$ cat src/design/cdqs_pkg.sv
// ============================================================================
// Deque with search package
// Request and status codes, cell command types and controller states.
// ============================================================================
package cdqs_pkg;

    // Default number of list entries.
    localparam int DEPTH_DEF = 16;

    // Field widths.
    localparam int OP_W     = 3;
    localparam int VALUE_W  = 32;
    localparam int STATUS_W = 2;
    localparam int POS_W    = 5;

    // A search reports at most this many matches.
    localparam int RESULT_SLOTS = 16;
    localparam int MATCH_W      = $clog2(RESULT_SLOTS + 1);

    // Request codes.
    localparam logic [OP_W-1:0] OP_INS_FRONT = 3'd0;
    localparam logic [OP_W-1:0] OP_INS_BACK  = 3'd1;
    localparam logic [OP_W-1:0] OP_DEL_FRONT = 3'd2;
    localparam logic [OP_W-1:0] OP_DEL_BACK  = 3'd3;
    localparam logic [OP_W-1:0] OP_SEARCH    = 3'd4;

    // Result status codes.
    localparam logic [STATUS_W-1:0] STAT_DONE      = 2'd0;
    localparam logic [STATUS_W-1:0] STAT_OVERFLOW  = 2'd1;
    localparam logic [STATUS_W-1:0] STAT_UNDERFLOW = 2'd2;
    localparam logic [STATUS_W-1:0] STAT_NOT_FOUND = 2'd3;

    // What each cell does with its stored value.
    typedef enum logic [1:0] {
        DATA_HOLD,
        DATA_LOAD,
        DATA_SHIFT_R,
        DATA_SHIFT_L
    } data_cmd_t;

    // What each cell does with its match flag.
    typedef enum logic [1:0] {
        FLAG_HOLD,
        FLAG_CAPTURE,
        FLAG_SHIFT
    } flag_cmd_t;

    typedef struct packed {
        data_cmd_t data;
        flag_cmd_t flag;
    } cell_cmd_t;

    // Controller states.
    typedef enum logic [1:0] {
        ST_IDLE,
        ST_SCAN,
        ST_FLUSH
    } state_t;

endpackage

$ cat src/design/circular_deque_with_search_top.sv
// ============================================================================
// Deque with linear search
// Ordered list of up to DEPTH signed 32-bit values with front and back insert
// and delete, and a search that reports every matching position.
// ============================================================================
// The list lives in a row of DEPTH cells, front at cell 0. Inserts and
// deletes each give one result. A search compares every cell at once, then
// moves the match flags one cell per cycle toward the front while the
// result side is not stalled; no new request is taken until the search
// closes. A search reports at most 16 matches, the first ones from the front.
module circular_deque_with_search_top
    import cdqs_pkg::*;
#(
    parameter int DEPTH = DEPTH_DEF
) (
    input  logic                      aclk,
    input  logic                      aresetn,
    input  logic                      s_valid,
    output logic                      s_ready,
    input  logic [OP_W-1:0]           s_op,
    input  logic signed [VALUE_W-1:0] s_value,
    output logic                      m_valid,
    input  logic                      m_ready,
    output logic [STATUS_W-1:0]       m_status,
    output logic [POS_W-1:0]          m_position,
    output logic                      m_is_last
);

    localparam int CNT_W = $clog2(DEPTH + 1);

    cell_cmd_t                 cell_cmd;
    logic [CNT_W-1:0]          entry_count;
    logic signed [VALUE_W-1:0] cell_data [DEPTH];
    logic                      cell_flag [DEPTH];

    // Request decode, search sequencing and result register.
    cdqs_ctrl #(
        .DEPTH (DEPTH)
    ) u_ctrl (
        .aclk        (aclk),
        .aresetn     (aresetn),
        .s_valid     (s_valid),
        .s_ready     (s_ready),
        .s_op        (s_op),
        .m_valid     (m_valid),
        .m_ready     (m_ready),
        .m_status    (m_status),
        .m_position  (m_position),
        .m_is_last   (m_is_last),
        .flag_head   (cell_flag[0]),
        .entry_count (entry_count),
        .cell_cmd    (cell_cmd)
    );

    // Row of cells; data moves either way, flags move toward the front.
    for (genvar i = 0; i < DEPTH; i++) begin : g_cell
        logic signed [VALUE_W-1:0] left_data;
        logic signed [VALUE_W-1:0] right_data;
        logic                      right_flag;

        if (i == 0) begin : g_head
            assign left_data = s_value;
        end else begin : g_body
            assign left_data = cell_data[i-1];
        end

        if (i == DEPTH - 1) begin : g_tail
            assign right_data = '0;
            assign right_flag = 1'b0;
        end else begin : g_inner
            assign right_data = cell_data[i+1];
            assign right_flag = cell_flag[i+1];
        end

        cdqs_cell u_cell (
            .aclk       (aclk),
            .aresetn    (aresetn),
            .cmd        (cell_cmd),
            .key        (s_value),
            .left_data  (left_data),
            .right_data (right_data),
            .right_flag (right_flag),
            .load_here  (CNT_W'(i) == entry_count),
            .live       (CNT_W'(i) < entry_count),
            .data_out   (cell_data[i]),
            .flag_out   (cell_flag[i])
        );
    end

endmodule

$ cat src/design/cdqs_cell.sv
// ============================================================================
// Deque cell
// Holds one list entry and its search match flag, and trades both with its
// neighbors on command from the controller.
// ============================================================================
module cdqs_cell
    import cdqs_pkg::*;
(
    input  logic                      aclk,
    input  logic                      aresetn,
    input  cell_cmd_t                 cmd,
    input  logic signed [VALUE_W-1:0] key,
    input  logic signed [VALUE_W-1:0] left_data,
    input  logic signed [VALUE_W-1:0] right_data,
    input  logic                      right_flag,
    input  logic                      load_here,
    input  logic                      live,
    output logic signed [VALUE_W-1:0] data_out,
    output logic                      flag_out
);

    logic signed [VALUE_W-1:0] data_reg, data_next;
    logic                      flag_reg, flag_next;

    // Next stored value: keep, load the request value, or take a neighbor's.
    always_comb begin
        data_next = data_reg;
        case (cmd.data)
            DATA_LOAD:    if (load_here) data_next = key;
            DATA_SHIFT_R: data_next = left_data;
            DATA_SHIFT_L: data_next = right_data;
            default:      data_next = data_reg;
        endcase
    end

    // Next flag: compare against the key, or move toward the front.
    always_comb begin
        flag_next = flag_reg;
        case (cmd.flag)
            FLAG_CAPTURE: flag_next = live && (data_reg == key);
            FLAG_SHIFT:   flag_next = right_flag;
            default:      flag_next = flag_reg;
        endcase
    end

    always_ff @(posedge aclk) begin
        data_reg <= data_next;
    end

    always_ff @(posedge aclk) begin
        if (!aresetn) begin
            flag_reg <= 1'b0;
        end else begin
            flag_reg <= flag_next;
        end
    end

    assign data_out = data_reg;
    assign flag_out = flag_reg;

endmodule

$ cat src/design/cdqs_ctrl.sv
// ============================================================================
// Deque controller
// Decodes requests, keeps the entry count, steps the match flags through the
// cell row during a search and drives the result register.
// ============================================================================
module cdqs_ctrl
    import cdqs_pkg::*;
#(
    parameter int DEPTH = DEPTH_DEF
) (
    input  logic                             aclk,
    input  logic                             aresetn,
    input  logic                             s_valid,
    output logic                             s_ready,
    input  logic [OP_W-1:0]                  s_op,
    output logic                             m_valid,
    input  logic                             m_ready,
    output logic [STATUS_W-1:0]              m_status,
    output logic [POS_W-1:0]                 m_position,
    output logic                             m_is_last,
    input  logic                             flag_head,
    output logic [$clog2(DEPTH+1)-1:0]       entry_count,
    output cell_cmd_t                        cell_cmd
);

    localparam int CNT_W = $clog2(DEPTH + 1);

    state_t               state_reg, state_next;
    logic [CNT_W-1:0]     count_reg, count_next;
    logic [CNT_W-1:0]     scan_reg, scan_next;
    logic [MATCH_W-1:0]   match_reg, match_next;
    logic                 pend_valid_reg, pend_valid_next;
    logic [CNT_W-1:0]     pend_pos_reg, pend_pos_next;
    logic                 m_valid_reg, m_valid_next;
    logic [STATUS_W-1:0]  m_status_reg, m_status_next;
    logic [POS_W-1:0]     m_position_reg, m_position_next;
    logic                 m_is_last_reg, m_is_last_next;

    logic             out_free;
    logic             accept;
    logic             is_full;
    logic             is_empty;
    logic [CNT_W-1:0] cur_pos;
    logic             at_end;
    logic             emit;
    logic [STATUS_W-1:0] emit_status;
    logic [CNT_W-1:0] emit_pos;
    logic             emit_last;

    assign out_free = !m_valid_reg || m_ready;
    assign s_ready  = (state_reg == ST_IDLE) && out_free;
    assign accept   = s_valid && s_ready;
    assign is_full  = (count_reg == CNT_W'(DEPTH));
    assign is_empty = (count_reg == '0);
    assign cur_pos  = scan_reg + CNT_W'(1);
    assign at_end   = (cur_pos == count_reg);

    // Request decode and search sequencing.
    always_comb begin
        state_next      = state_reg;
        count_next      = count_reg;
        scan_next       = scan_reg;
        match_next      = match_reg;
        pend_valid_next = pend_valid_reg;
        pend_pos_next   = pend_pos_reg;
        cell_cmd.data   = DATA_HOLD;
        cell_cmd.flag   = FLAG_HOLD;
        emit            = 1'b0;
        emit_status     = STAT_DONE;
        emit_pos        = '0;
        emit_last       = 1'b1;

        case (state_reg)
            ST_IDLE: begin
                if (accept) begin
                    case (s_op)
                        OP_INS_FRONT, OP_INS_BACK: begin
                            emit = 1'b1;
                            if (is_full) begin
                                emit_status = STAT_OVERFLOW;
                            end else begin
                                cell_cmd.data = (s_op == OP_INS_FRONT) ? DATA_SHIFT_R
                                                                       : DATA_LOAD;
                                count_next = count_reg + CNT_W'(1);
                            end
                        end
                        OP_DEL_FRONT, OP_DEL_BACK: begin
                            emit = 1'b1;
                            if (is_empty) begin
                                emit_status = STAT_UNDERFLOW;
                            end else begin
                                if (s_op == OP_DEL_FRONT) begin
                                    cell_cmd.data = DATA_SHIFT_L;
                                end
                                count_next = count_reg - CNT_W'(1);
                            end
                        end
                        OP_SEARCH: begin
                            if (is_empty) begin
                                emit        = 1'b1;
                                emit_status = STAT_NOT_FOUND;
                            end else begin
                                cell_cmd.flag   = FLAG_CAPTURE;
                                state_next      = ST_SCAN;
                                scan_next       = '0;
                                match_next      = '0;
                                pend_valid_next = 1'b0;
                            end
                        end
                        default: ;
                    endcase
                end
            end

            // One cell per cycle reaches the head while the result side is free; a match
            // is held back until the next one shows whether it was the last.
            ST_SCAN: begin
                if (out_free) begin
                    cell_cmd.flag = FLAG_SHIFT;
                    scan_next     = cur_pos;
                    if (flag_head) begin
                        if (pend_valid_reg) begin
                            emit      = 1'b1;
                            emit_pos  = pend_pos_reg;
                            emit_last = 1'b0;
                        end
                        pend_valid_next = 1'b1;
                        pend_pos_next   = cur_pos;
                        match_next      = match_reg + MATCH_W'(1);
                        if (at_end || (match_next == MATCH_W'(RESULT_SLOTS))) begin
                            state_next = ST_FLUSH;
                        end
                    end else if (at_end) begin
                        state_next = ST_FLUSH;
                    end
                end
            end

            // Close the search with the held match or a not-found result.
            ST_FLUSH: begin
                if (out_free) begin
                    emit       = 1'b1;
                    state_next = ST_IDLE;
                    if (pend_valid_reg) begin
                        emit_pos = pend_pos_reg;
                    end else begin
                        emit_status = STAT_NOT_FOUND;
                    end
                end
            end

            default: state_next = ST_IDLE;
        endcase
    end

    // Result register.
    always_comb begin
        m_valid_next    = m_valid_reg && !m_ready;
        m_status_next   = m_status_reg;
        m_position_next = m_position_reg;
        m_is_last_next  = m_is_last_reg;
        if (emit) begin
            m_valid_next    = 1'b1;
            m_status_next   = emit_status;
            m_position_next = POS_W'(emit_pos);
            m_is_last_next  = emit_last;
        end
    end

    always_ff @(posedge aclk) begin
        if (!aresetn) begin
            state_reg      <= ST_IDLE;
            count_reg      <= '0;
            m_valid_reg    <= 1'b0;
            pend_valid_reg <= 1'b0;
            scan_reg       <= '0;
            match_reg      <= '0;
        end else begin
            state_reg      <= state_next;
            count_reg      <= count_next;
            m_valid_reg    <= m_valid_next;
            pend_valid_reg <= pend_valid_next;
            scan_reg       <= scan_next;
            match_reg      <= match_next;
        end
    end

    always_ff @(posedge aclk) begin
        pend_pos_reg   <= pend_pos_next;
        m_status_reg   <= m_status_next;
        m_position_reg <= m_position_next;
        m_is_last_reg  <= m_is_last_next;
    end

    assign m_valid     = m_valid_reg;
    assign m_status    = m_status_reg;
    assign m_position  = m_position_reg;
    assign m_is_last   = m_is_last_reg;
    assign entry_count = count_reg;

endmodule

$ cat config.mk
export PLATFORM = sky130hd
export DESIGN_NAME = circular_deque_with_search_top
export DESIGN_NICKNAME = d
export VERILOG_FILES = /design/src/design/cdqs_pkg.sv /design/src/design/circular_deque_with_search_top.sv /design/src/design/cdqs_cell.sv /design/src/design/cdqs_ctrl.sv
export SDC_FILE = /design/constraint.sdc
export NUM_CORES = 1
export LEC_CHECK = 0
export BUFFER_PORTS_ARGS = -buffer_cell sky130_fd_sc_hd__clkbuf_2
export CORE_MARGIN = 5
export CORE_UTILIZATION = 25
export CTS_CLUSTER_SIZE = 24
export DETAILED_ROUTE_END_ITERATION = 6
export MAX_ROUTING_LAYER = met4
export PLACE_DENSITY = 0.47
export SETUP_SLACK_MARGIN = 0.1
export SYNTH_ARGS = -nofsm -noshare
export SYNTH_HDL_FRONTEND = slang
export SYNTH_SLANG_ARGS = --single-unit
$ cat constraint.sdc
create_clock -name aclk -period 7.13 [get_ports aclk]
set_clock_uncertainty 0.1 [all_clocks]
set_input_delay 1.426 -clock aclk [delete_from_list [all_inputs] [get_ports aclk]]
set_output_delay 1.426 -clock aclk [all_outputs]
set_load 0.05 [all_outputs]
==> results.yml <==
critical_path:
  cpMaxStageDelayCell: "dfxtp_1"
  cp-end-kind: "flop"
  crit_type: "flop to flop"
  path_cells: "inv_1 > ha_1 > or4b_1 > nand4_1 > ha_1 > inv_1 > o21ai_0 > a21oi_1"
  critical-path-top-delay-family: "adder cells"
  worstPathArrival_ns: 4.82
  critPathMaxFanout: 25
  worstSetupStartpointType: "flop"
  slowest_delay_ns: 0.93
  required_ns: 7.46
  worst-path-buf-inv: 2
placement:
  io_buffer_count: 48
  dp_hpwl_um: 86200
  dpl_cell_area_sq_um: 34200
  place_congestion: 0.883
route:
  routedWlPerCell_um: 24.3
  vias: 25300
  wirelength_um: 122000
  first_pass_iters: 6
  via_per_inst: 5.04
  drt_iter0_markers: 3088
  drcViolationCount: 0
  ant_nets: 0
pwr:
  power_mw: 9.77
  peakVddDrop_mv: 0.150
  powerDensity_nw_per_um2: 270
  p_leak_nw: 11.6
synthesis:
  synth_top_area_frac: 0.486
  synth_warnings: 0
  synth_area_sq_um: 32400
  yosysTopAreaCell: "edfxtp_1"
  synth_edf_count: 525
  synth.distinct_cells: 70
  async_flop_share: 0
  syn_area_per_cell_sq_um: 9.77
  synth-main-ff-cell: "edfxtp_1"
  ys_ff_latch: 560
  yosys-top-cells-area: "edfxtp_1, xnor2_1, nand2_1"
  synthCells: 3319
  synth_seq_area_share: 0.508
  synth.net_count: 3371
sta:
  final-hold-violation-count: 0
  worstMarginPinSlew_ns: 1.30
  post-route-min-period_ns: 4.49
  fmax_ghz: 0.223
  post-route-period-util: 0.630
  rsz0062_at_grt: "false"
  finalSetupViolations: 0
  worst_hold_slack_ns: 0.377
  relSlewSlack: 0.131
  finalMaxSlewViolations: 0
  fin_setup_tns_ns: 0
finish:
  syn_to_final_growth_pct: 11.7
  largest_reg_flops: 512
  fin_area_sq_um: 36200
  drive_above_1_share: 0.0817
  fin_nets: 3267
  n_antenna_cell: 0
grt:
  grt_max_degree: 180
  grt_pass1_wl_um: 175000
  grt_usage: 0.176
  grt.met3_usage: 0.0157
  antenna_found_initial: 1
  grt_use_met1: 0.252
  grt_most_used_layer: "met2"
  grt_pass1_vias: 23700
  grtUsageMet2: 0.265
  overflow: 0
floorplanning:
  die_area_sq_um: 137000
  initial_core_util: 0.251
  rows: 132
  core_sq_um: 129000
  io_pins: 49
  die_y_um: 370
  die_w_um: 370
clock_network:
  clockRootBuffer: "clkbuf_16"
  ctsLongestPathBuffers: 3
  cts-htree-levels: 3
  numCtsBuffers: 69
  ctsResizeCount: 0
  cts_hold_buf: 0
  cts_sinks: 560
  post_cts_buffers: 0
  cts.reportedPaths.clkPinSlew_ns: 0.06
  cts_tree: "yes"
  clk_latency_ns: 0.61
min_path:
  hp-class: "flop to flop"
job:
  drv_cap: 0
run_status:
  status: "finished clean"
cell usage after synthesis (30+ instances only):
cell type	instances
nor2_1	46
clkbuf_1	100
xnor2_1	467
xor2_1	57
edfxtp_1	525
nand2_1	985
a31oi_1	453
dfxtp_1	35
a21oi_1	30
nand3_1	68
o21ai_0	33
buf_2	137
nand4_1	113
worst register-to-register path: cells and delay by family, from the launching register on:
kind | cells | cell delay, ns
DFF | 1 | 0.93
adders and majority gates | 2 | 1.16
and+or+nand+nor | 2 | 0.62
AOI/OAI and AO/OA | 2 | 0.49
buffers and inverters | 2 | 1.02
power breakdown:
group          switching [mW]  total (mW)  leakage, nW  internal [mW]
logic                    1.45        2.08         5.58          0.621
clock network            1.44        3.34         1.01           1.89
registers               0.318        4.36         5.06           4.04
per-stage QoR:
step	util	std cells	setup slack [ns]
3_5_place_dp	0.265	4886	2.26
5_1_grt	0.281	5010	2.43
2_1_floorplan	-	3319	0.731
4_1_cts	0.281	5010	2.68
3_3_place_gp	0.265	4886	2.28
6_report	0.281	5010	2.64
final timing paths:
path / startpoint / to / slack [ns] / cells past startpoint
setup / recovery: u_ctrl.entry_count[1] / g_cell[7].u_cell.flag_out / 2.64 / 8
hold reg to reg: g_cell[4].u_cell.flag_out / g_cell[3].u_cell.flag_out / 0.38 / 2
setup reg to reg: u_ctrl.entry_count[1] / g_cell[7].u_cell.flag_out / 2.64 / 8
hold / removal: g_cell[4].u_cell.flag_out / g_cell[3].u_cell.flag_out / 0.38 / 2
cell families (layout without fill, tap and decap cells):
family	Yosys count	after routing	share of synthesized area
AND/OR/NAND/NOR	1309	1309	0.171
AO/OA/AOI/OAI	569	569	0.111
flip-flops	560	560	0.508
XOR/XNOR	525	525	0.142
buffers and inverters	309	258	0.0479
multiplexers	34	34	0.0150
adder cells (fa/ha/maj)	13	13	0.00501
cells in the final DEF, fill, tap and decap left out, types with 14 or more instances in the layout:
cell type / instances
nor3_1: 22
edfxtp_1: 525
clkbuf_2: 48
nand4_1: 113
inv_1: 17
a31oi_1: 453
mux2_4: 29
nand3_1: 68
clkbuf_1: 20
xor2_1: 57
xnor2_1: 467
a21oi_1: 23
nor4_1: 29
nor2_1: 40
nand2_1: 984
and2_1: 14
clkbuf_16: 73
o21ai_0: 27
buf_4: 61
dfxtp_1: 35
clkinv_1: 21
cell type report:
class                           instances  area [sq um]
Inverter                               17          63.8
Sequential cell                       560         16500
Timing Repair Buffer                  117           858
Multi-Input combinational cell       2450         14600
Clock inverter                         28           114
Tap cell                             1742          2180
Fill cell                           13800         92900
Clock buffer                           96          1940
metal layers:
metal | wire length (um) | share of wire
met5 | 0 | 0
met4 | 3910 | 0.032
met3 | 6950 | 0.057
met2 | 54900 | 0.45
met1 | 55900 | 0.46
Power figures use the tool's default switching activity.
